<file path="src/rtl/tlps_pkg.sv">
// ----------------------------------------------------------------------------
// tlps_pkg
// phase table, lamp codes and register indexes of the pedestrian sequencer
// ----------------------------------------------------------------------------
package tlps_pkg;

  // lamp bit positions in the six-bit lamp word
  localparam logic [5:0] LAMP_CR = 6'b000001;
  localparam logic [5:0] LAMP_CY = 6'b000010;
  localparam logic [5:0] LAMP_CG = 6'b000100;
  localparam logic [5:0] LAMP_WR = 6'b001000;
  localparam logic [5:0] LAMP_WY = 6'b010000;
  localparam logic [5:0] LAMP_WG = 6'b100000;
  localparam logic [5:0] LAMP_NONE = 6'b000000;

  // configuration register indexes
  localparam logic [1:0] REG_LONG_PHASE_TICKS = 2'd0;
  localparam logic [1:0] REG_BLINK_HALF_TICKS = 2'd1;
  localparam logic [1:0] REG_BLINK_CYCLES     = 2'd2;

  // register reset values
  localparam logic [15:0] LONG_PHASE_TICKS_RST = 16'd5000;
  localparam logic [15:0] BLINK_HALF_TICKS_RST = 16'd500;
  localparam logic [3:0]  BLINK_CYCLES_RST     = 4'd5;

  typedef enum logic [1:0] {
    COL_GREEN  = 2'd0,
    COL_YELLOW = 2'd1,
    COL_RED    = 2'd2
  } colour_e;

  typedef enum logic [4:0] {
    // normal loop
    PH_NORM_GREEN = 5'd0,
    PH_NORM_YEL_A = 5'd1,
    PH_NORM_RED   = 5'd2,
    PH_NORM_YEL_B = 5'd3,
    // request while car red
    PH_RR_WALK    = 5'd4,
    PH_RR_BLINK   = 5'd5,
    PH_RR_GREEN   = 5'd6,
    PH_RR_CLEAR   = 5'd7,
    // request while car yellow
    PH_RY_CLEAR   = 5'd8,
    PH_RY_WALK    = 5'd9,
    PH_RY_BLINK   = 5'd10,
    PH_RY_GREEN   = 5'd11,
    PH_RY_END     = 5'd12,
    // request while car green
    PH_RG_CLEAR   = 5'd13,
    PH_RG_WALK    = 5'd14,
    PH_RG_BLINK   = 5'd15,
    PH_RG_GREEN   = 5'd16
  } phase_e;

  typedef struct packed {
    phase_e      nxt;
    logic        resume;
    logic        blinking;
    logic [5:0]  steady;
    logic [5:0]  flashing;
    colour_e     colour;
  } phase_desc_t;

  function automatic phase_desc_t mk(phase_e nxt, logic resume, logic blinking,
                                     logic [5:0] steady, logic [5:0] flashing,
                                     colour_e colour);
    phase_desc_t d;
    d.nxt      = nxt;
    d.resume   = resume;
    d.blinking = blinking;
    d.steady   = steady;
    d.flashing = flashing;
    d.colour   = colour;
    return d;
  endfunction

  function automatic phase_desc_t phase_desc(phase_e ph);
    phase_desc_t d;
    unique case (ph)
      PH_NORM_GREEN: d = mk(PH_NORM_YEL_A, 1'b0, 1'b0, LAMP_CG | LAMP_WR, LAMP_NONE,
                            COL_GREEN);
      PH_NORM_YEL_A: d = mk(PH_NORM_RED, 1'b0, 1'b1, LAMP_WR, LAMP_CY, COL_YELLOW);
      PH_NORM_RED:   d = mk(PH_NORM_YEL_B, 1'b0, 1'b0, LAMP_CR | LAMP_WG, LAMP_NONE,
                            COL_RED);
      PH_NORM_YEL_B: d = mk(PH_NORM_GREEN, 1'b0, 1'b1, LAMP_WR, LAMP_CY, COL_YELLOW);
      PH_RR_WALK:    d = mk(PH_RR_BLINK, 1'b0, 1'b0, LAMP_CR | LAMP_WG, LAMP_NONE,
                            COL_GREEN);
      PH_RR_BLINK:   d = mk(PH_RR_GREEN, 1'b0, 1'b1, LAMP_WG, LAMP_CY, COL_GREEN);
      PH_RR_GREEN:   d = mk(PH_RR_CLEAR, 1'b0, 1'b0, LAMP_CG | LAMP_WR, LAMP_NONE,
                            COL_GREEN);
      PH_RR_CLEAR:   d = mk(PH_NORM_GREEN, 1'b1, 1'b1, LAMP_WR, LAMP_CY | LAMP_WY,
                            COL_GREEN);
      PH_RY_CLEAR:   d = mk(PH_RY_WALK, 1'b0, 1'b1, LAMP_WR, LAMP_CY | LAMP_WY,
                            COL_GREEN);
      PH_RY_WALK:    d = mk(PH_RY_BLINK, 1'b0, 1'b0, LAMP_CR | LAMP_WG, LAMP_NONE,
                            COL_GREEN);
      PH_RY_BLINK:   d = mk(PH_RY_GREEN, 1'b0, 1'b1, LAMP_WG, LAMP_CY | LAMP_WY,
                            COL_GREEN);
      PH_RY_GREEN:   d = mk(PH_RY_END, 1'b0, 1'b0, LAMP_CG | LAMP_WR, LAMP_NONE,
                            COL_GREEN);
      PH_RY_END:     d = mk(PH_NORM_GREEN, 1'b1, 1'b1, LAMP_WR, LAMP_CY, COL_GREEN);
      PH_RG_CLEAR:   d = mk(PH_RG_WALK, 1'b0, 1'b1, LAMP_CG | LAMP_WR,
                            LAMP_CY | LAMP_WY, COL_GREEN);
      PH_RG_WALK:    d = mk(PH_RG_BLINK, 1'b0, 1'b0, LAMP_CR | LAMP_WG, LAMP_NONE,
                            COL_GREEN);
      PH_RG_BLINK:   d = mk(PH_RG_GREEN, 1'b0, 1'b1, LAMP_WG, LAMP_CY | LAMP_WY,
                            COL_GREEN);
      PH_RG_GREEN:   d = mk(PH_NORM_GREEN, 1'b1, 1'b0, LAMP_CG | LAMP_WR, LAMP_NONE,
                            COL_GREEN);
      default:       d = mk(PH_NORM_YEL_A, 1'b0, 1'b0, LAMP_CG | LAMP_WR, LAMP_NONE,
                            COL_GREEN);
    endcase
    return d;
  endfunction

  // the four phases of the normal loop
  function automatic logic is_normal(phase_e ph);
    return (ph == PH_NORM_GREEN) || (ph == PH_NORM_YEL_A) ||
           (ph == PH_NORM_RED) || (ph == PH_NORM_YEL_B);
  endfunction

endpackage

</file>
<file path="src/rtl/traffic_light_pedestrian_sequencer_top.sv">
// ----------------------------------------------------------------------------
// traffic_light_pedestrian_sequencer_top
// six-lamp traffic light sequencer with a pedestrian request button
// ----------------------------------------------------------------------------
// Each input word carries a timer tick flag and a button flag; each accepted
// word yields exactly one result word with the six lamp bits and a flag that
// is high while a pedestrian sequence runs. The block takes one word per
// cycle: the phase counters and lamp decode sit between the state registers
// and a single output register, and a new word is taken in the same cycle
// the held result is taken, so only a stall on the output side slows it.
// Results appear in the cycle after acceptance. The normal loop runs
// car green, car yellow blinking, car red with walk green, car yellow
// blinking. A press during the normal loop starts a pedestrian sequence
// picked by the current car colour and saves the time left in the running
// phase; when the sequence ends that phase resumes where it stopped. A press
// together with a tick drops the tick. Presses during a sequence are ignored.
// Writes take effect at the next phase load (blink half register: next half),
// never on a running count, and a register value of zero acts as one.
module traffic_light_pedestrian_sequencer_top
  import tlps_pkg::*;
(
  input  logic        clk_i,
  input  logic        rst_ni,
  // configuration write port
  input  logic        cfg_we_i,
  input  logic [1:0]  cfg_index_i,
  input  logic [15:0] cfg_data_i,
  // input word
  input  logic        in_valid_i,
  output logic        in_stall_o,
  input  logic        tick_i,
  input  logic        press_i,
  // result word
  output logic        out_valid_o,
  input  logic        out_stall_i,
  output logic        car_red_o,
  output logic        car_yellow_o,
  output logic        car_green_o,
  output logic        walk_red_o,
  output logic        walk_yellow_o,
  output logic        walk_green_o,
  output logic        serving_request_o
);

  // configuration registers
  logic [15:0] long_ticks_q;
  logic [15:0] half_ticks_q;
  logic [3:0]  blink_cycles_q;

  // sequencer state
  phase_e      phase_q, phase_d;
  colour_e     colour_q, colour_d;
  logic [15:0] ticks_q, ticks_d;
  logic [3:0]  blinks_q, blinks_d;
  logic        lit_q, lit_d;
  logic [1:0]  sv_phase_q, sv_phase_d;
  logic [15:0] sv_ticks_q, sv_ticks_d;
  logic [3:0]  sv_blinks_q, sv_blinks_d;
  logic        sv_lit_q, sv_lit_d;

  // output register
  logic        out_valid_q;
  logic [5:0]  lamps_q, lamps_d;
  logic        serving_q, serving_d;

  logic        in_accept;
  phase_desc_t cur_desc;
  phase_desc_t ent_desc;
  logic        enter;
  phase_e      ent_phase;

  // the output register frees up in the cycle its word is taken
  assign in_stall_o = out_valid_q & out_stall_i;
  assign in_accept  = in_valid_i & ~in_stall_o;

  assign cur_desc = phase_desc(phase_q);
  assign ent_desc = phase_desc(ent_phase);

  // configuration writes, indexes past the list are dropped
  always_ff @(posedge clk_i or negedge rst_ni) begin
    if (!rst_ni) begin
      long_ticks_q   <= LONG_PHASE_TICKS_RST;
      half_ticks_q   <= BLINK_HALF_TICKS_RST;
      blink_cycles_q <= BLINK_CYCLES_RST;
    end else if (cfg_we_i) begin
      unique case (cfg_index_i)
        REG_LONG_PHASE_TICKS: long_ticks_q   <= cfg_data_i;
        REG_BLINK_HALF_TICKS: half_ticks_q   <= cfg_data_i;
        REG_BLINK_CYCLES:     blink_cycles_q <= cfg_data_i[3:0];
        default: ;
      endcase
    end
  end

  // next state: press branch, tick countdown, blink toggle, phase change
  always_comb begin
    phase_d     = phase_q;
    colour_d    = colour_q;
    ticks_d     = ticks_q;
    blinks_d    = blinks_q;
    lit_d       = lit_q;
    sv_phase_d  = sv_phase_q;
    sv_ticks_d  = sv_ticks_q;
    sv_blinks_d = sv_blinks_q;
    sv_lit_d    = sv_lit_q;
    enter       = 1'b0;
    ent_phase   = cur_desc.nxt;

    if (press_i && is_normal(phase_q)) begin
      // remember where the normal loop stopped
      sv_phase_d  = phase_q[1:0];
      sv_ticks_d  = ticks_q;
      sv_blinks_d = blinks_q;
      sv_lit_d    = lit_q;
      enter       = 1'b1;
      case (colour_q)
        COL_RED:    ent_phase = PH_RR_WALK;
        COL_YELLOW: ent_phase = PH_RY_CLEAR;
        default:    ent_phase = PH_RG_CLEAR;
      endcase
    end else if (tick_i) begin
      if (ticks_q > 16'd1) begin
        ticks_d = ticks_q - 16'd1;
      end else if (cur_desc.blinking && lit_q) begin
        // lit half over, start the dark half
        lit_d   = 1'b0;
        ticks_d = half_ticks_q;
      end else if (cur_desc.blinking && (blinks_q > 4'd1)) begin
        blinks_d = blinks_q - 4'd1;
        lit_d    = 1'b1;
        ticks_d  = half_ticks_q;
      end else if (cur_desc.resume) begin
        // pedestrian sequence done, back to the saved phase
        phase_d  = phase_e'({3'b000, sv_phase_q});
        ticks_d  = sv_ticks_q;
        blinks_d = sv_blinks_q;
        lit_d    = sv_lit_q;
      end else begin
        enter = 1'b1;
      end
    end

    // load a fresh phase
    if (enter) begin
      phase_d = ent_phase;
      if (ent_desc.blinking) begin
        blinks_d = blink_cycles_q;
        lit_d    = 1'b1;
        ticks_d  = half_ticks_q;
      end else begin
        blinks_d = 4'd0;
        lit_d    = 1'b0;
        ticks_d  = long_ticks_q;
      end
      if (is_normal(ent_phase)) begin
        colour_d = ent_desc.colour;
      end
    end
  end

  // lamp decode of the state after the step
  phase_desc_t nxt_desc;
  assign nxt_desc = phase_desc(phase_d);

  always_comb begin
    lamps_d   = nxt_desc.steady | (lit_d ? nxt_desc.flashing : LAMP_NONE);
    serving_d = ~is_normal(phase_d);
  end

  always_ff @(posedge clk_i or negedge rst_ni) begin
    if (!rst_ni) begin
      phase_q     <= PH_NORM_GREEN;
      colour_q    <= COL_GREEN;
      ticks_q     <= LONG_PHASE_TICKS_RST;
      blinks_q    <= 4'd0;
      lit_q       <= 1'b0;
      sv_phase_q  <= 2'd0;
      sv_ticks_q  <= 16'd0;
      sv_blinks_q <= 4'd0;
      sv_lit_q    <= 1'b0;
    end else if (in_accept) begin
      phase_q     <= phase_d;
      colour_q    <= colour_d;
      ticks_q     <= ticks_d;
      blinks_q    <= blinks_d;
      lit_q       <= lit_d;
      sv_phase_q  <= sv_phase_d;
      sv_ticks_q  <= sv_ticks_d;
      sv_blinks_q <= sv_blinks_d;
      sv_lit_q    <= sv_lit_d;
    end
  end

  // result word register
  always_ff @(posedge clk_i or negedge rst_ni) begin
    if (!rst_ni) begin
      out_valid_q <= 1'b0;
    end else if (in_accept) begin
      out_valid_q <= 1'b1;
    end else if (!out_stall_i) begin
      out_valid_q <= 1'b0;
    end
  end

  always_ff @(posedge clk_i) begin
    if (in_accept) begin
      lamps_q   <= lamps_d;
      serving_q <= serving_d;
    end
  end

  assign out_valid_o       = out_valid_q;
  assign car_red_o         = lamps_q[0];
  assign car_yellow_o      = lamps_q[1];
  assign car_green_o       = lamps_q[2];
  assign walk_red_o        = lamps_q[3];
  assign walk_yellow_o     = lamps_q[4];
  assign walk_green_o      = lamps_q[5];
  assign serving_request_o = serving_q;

endmodule
</file>
<file path="config.mk">
export PLATFORM = sky130hd
export DESIGN_NAME = traffic_light_pedestrian_sequencer_top
export DESIGN_NICKNAME = d
export VERILOG_FILES = /design/src/rtl/tlps_pkg.sv /design/src/rtl/traffic_light_pedestrian_sequencer_top.sv
export SDC_FILE = /design/constraint.sdc
export NUM_CORES = 1
export LEC_CHECK = 0
export BUFFER_PORTS_ARGS = -buffer_cell sky130_fd_sc_hd__buf_2
export CORE_ASPECT_RATIO = 0.75
export CORE_MARGIN = 2
export CORE_UTILIZATION = 35
export CTS_CLUSTER_SIZE = 28
export DETAILED_ROUTE_END_ITERATION = 8
export GPL_ROUTABILITY_DRIVEN = 0
export MAX_ROUTING_LAYER = met4
export PLACE_DENSITY_LB_ADDON = 0.2
export SLEW_MARGIN = 15
export SYNTH_ARGS = -nofsm -noshare
export SYNTH_HDL_FRONTEND = slang
export SYNTH_SLANG_ARGS = --single-unit
export TNS_END_PERCENT = 100
</file>
<file path="constraint.sdc">
create_clock -name clk_i -period 3 [get_ports clk_i]
set_input_delay 0.3 -clock clk_i [delete_from_list [all_inputs] [get_ports clk_i]]
set_output_delay 0.3 -clock clk_i [all_outputs]
set_load 0.05 [all_outputs]
</file>
==> run summary <==
Seq pwr share: 33.2%
skew final: 0.00771 ns
Avg Inst Size Synth: 10.1 um^2
top cells by area, synth: dfrtp_1 (30%), mux2_2 (13%), dfstp_2 (8.2%)
WP buf/inv: 2
Sw Share: 37.3%
setup TNS: 0 ns
Post-Synthesis Cells: 571
CP peak stage delay: 0.46 ns
number of synthesized flops with an enable pin: 7
met3 usage: 3.96%
yosys warns: 0
H-Tree Depth: 3
starting density of the core: 35.8%
power density cells: 715 nW/um^2
Routed Antenna Nets: 0
Vias per Instance: 5.62
CTS max path bufs: 2
nets@finish: 723
synthesized cell area: 5760 um^2
LEAKAGE: 3.08 nW
Synth cell types: 75
clock-pin slew on the worst setup and hold paths: 0.07 ns
worst hold path depth: 2
Layout area overhead: 27.9%
max_cap viols: 0
area post-placement: 6630 um^2
Worst slew margin: 34.2%
clock share of power: 21.6%
most frequent CP cell: ha_4
n_diodes: 0
initial antenna violation count: 0
placed cells: 855
Worst Max-Slew Pin Slew: 0.984 ns
critical-path cell list: buf_4 -> ha_4 -> a21boi_2 -> o221ai_2 -> o21a_1 -> a21o_1 -> and3_4 -> nor2_4 -> inv_4 -> ha_4 -> mux2_2 -> a22o_1
top-count cell post-synth: dfrtp_1
core area: 16100 um^2
Synth Flop Type: dfrtp_1
area leader, netlist: dfrtp_1
total grt overflow: 0
max frequency: 336 MHz
Setup WS post-layout: 0.0236 ns
pin count of the biggest net entering global routing: 39
Via Count: 5033
Setup Viol. Count Final: 0
share of the synthesized area in the top cell type: 30.4%
final core occ: 45.9%
Worst Hold Class: in -> reg
Mapped Nets: 613
Die X: 152 um
delay-heaviest family, CP: compound AO/OA/AOI/OAI gates
CTS root buffer: clkbuf_16
most used routing layer: met2
total power: 5.26 mW
Worst VDD drop: 0.399 mV
Detail Placement HPWL: 11.7 mm
DRT iter0 DRCs: 351
die area: 17500 um^2
Hold Slack: 0.147 ns
port buffer count: 33
die height: 115 um
status: finished, final reports clean
row count: 40
Critical Path AT: 3.08 ns
minimum clock period: 2.98 ns
Startpoint Class: register
Initial DRT Pass Iterations: 5
Finished Layout Cells: 895
RSZ-0062 raised after global routing: true
met2 Track Usage GR: 30.4%
final period utilization: 99.2%
CP endpoint kind: register
CP max-delay cell: dfrtp_2
WP data required: 3.11 ns
DRC: 0
detail-routed net length per standard cell: 18.9 um
Clock Latency Late Sink: 0.36 ns
Seq cells post-synth: 95
CTS tree: built
Comb pwr share: 45.2%
first-pass GRT wire length: 26.5 mm
CP max FO: 6
CTS sink count: 95
P_int: 3.30 mW
crit path kind: reg -> reg
GRT Total Usage: 19.9%
total routed wirelength: 17.0 mm
Hold Vio Cnt, Final: 0
total CTS buffers: 9
vias in the first global route: 4977
DP Worst Slack: -0.124 ns
number of fill cells: 1514
routing usage on met1: 26.8%
design area: 7370 um^2
CP Depth: 12
ratio of cells with drive above 1 in the final layout: 41.6%
asr flop ratio synth: 92.6%
Synth top cells by count: dfrtp_1 (70), mux2_2 (68), o21ai_0 (50)
Top Ports: 34
sequential element share of the synthesized area: 42.3%
Psw: 1.97 mW
worst-case reg-to-reg path depth: 12
max-slew violations: 0
## routing by layer
layer  wire [um]  share of wire (%)  up-vias
met5           0                  0        -
met1        8150                 48     2516
met4         270                1.6        0
li1            -                  -     2347
met2        7720                 46      144
met3         812                4.8       26
## kinds of logic (layout without fill, tap and decap cells)
logic type	after synthesis	after routing	synth area share (%)
simple gates	147	147	13.4
compound gates	167	167	18.9
buf+inv	51	165	3.95
mux	83	83	16.0
xor+xnor	11	11	1.67
fa+ha+maj	17	17	3.69
flops	95	95	42.3
## timing repair
item / 4_1_cts / 5_1_grt
setup buffers: 6 / 18
hold buffers: 1 / 0
gates resized for setup: 16 / 40
endpoints found under the setup margin: 7 / 24
pin swaps: 7 / 25
endpoints found under the hold margin: 25 / 0
## layout make-up
cell class	instances	area, um^2	area share [%]
clock buffers	13	272	3.69
clock inverters	2	13.8	0.187
inverters	19	81.3	1.10
multi-input cells	425	3360	45.7
flip-flops and latches	95	2440	33.1
well taps	210	263	3.57
repair buffers	131	937	12.7
## flip-flops by register name (all words and copies together) (netlist names)
name               cells
blink_cycles_q         4
sv_lit_q               1
half_ticks_q          16
lit_q                  1
ticks_q               16
out_valid_o            1
serving_request_o      1
phase_q                5
long_ticks_q          16
sv_ticks_q            16
sv_phase_q             2
colour_q               2
sv_blinks_q            4
lamps_q                6
blinks_q               4
## path summary, 6_finish.rpt
path                                            from                         to  slack, ns
setup / recovery              phase_q[1]$_DFFE_PN0P_   lamps_q[5]$_SDFFCE_PN0P_       0.02
hold / removal                            in_valid_i    out_valid_o$_DFFE_PN0P_       0.15
setup reg to reg              phase_q[1]$_DFFE_PN0P_   lamps_q[5]$_SDFFCE_PN0P_       0.02
hold reg to reg            sv_ticks_q[0]$_DFFE_PN0P_  sv_ticks_q[0]$_DFFE_PN0P_       0.49
max in group asynchronous                     rst_ni     ticks_q[3]$_DFFE_PN1P_       1.73
min in group asynchronous                     rst_ni  sv_phase_q[1]$_DFFE_PN0P_       0.46
## placed cells by master, fill, tap and decap left out, types with 7 or more instances in the layout
| cell | Yosys | routed |
|---|---|---|
| buf_4 | 1 | 93 |
| mux2_2 | 68 | 69 |
| dfrtp_1 | 70 | 68 |
| o21ai_0 | 50 | 50 |
| a21oi_1 | 40 | 39 |
| nor2_1 | 39 | 36 |
| buf_2 | 8 | 32 |
| nand2_1 | 31 | 31 |
| nand3_1 | 24 | 24 |
| dfstp_2 | 18 | 18 |
| inv_1 | 19 | 14 |
| mux2i_1 | 13 | 13 |
| o22a_1 | 10 | 10 |
| clkbuf_16 | 0 | 10 |
| xnor2_1 | 9 | 9 |
| ha_1 | 17 | 9 |
| a211oi_1 | 9 | 8 |
| a31oi_1 | 7 | 7 |
| edfxtp_1 | 7 | 7 |
## power groups by stage
stage | logic (mW) | registers, mW | clock network [mW]
finish | 2.38 | 1.75 | 1.14
global route | 2.57 | 1.78 | 1.23
CTS | 2.15 | 1.74 | 1.17
detailed placement | 2.07 | 1.77 | 0
global placement | 2.03 | 1.76 | 0
floorplan | 1.30 | 1.79 | 0
## worst reg2reg max path: stages, from the launching register on
cell	delay [ns]
dfrtp_2	0.46
buf_4	0.16
ha_4	0.16
a21boi_2	0.22
o221ai_2	0.21
o21a_1	0.29
a21o_1	0.19
and3_4	0.19
nor2_4	0.15
inv_4	0.08
ha_4	0.17
mux2_2	0.25
a22o_1	0.18
(Power assumes the default switching activity.)
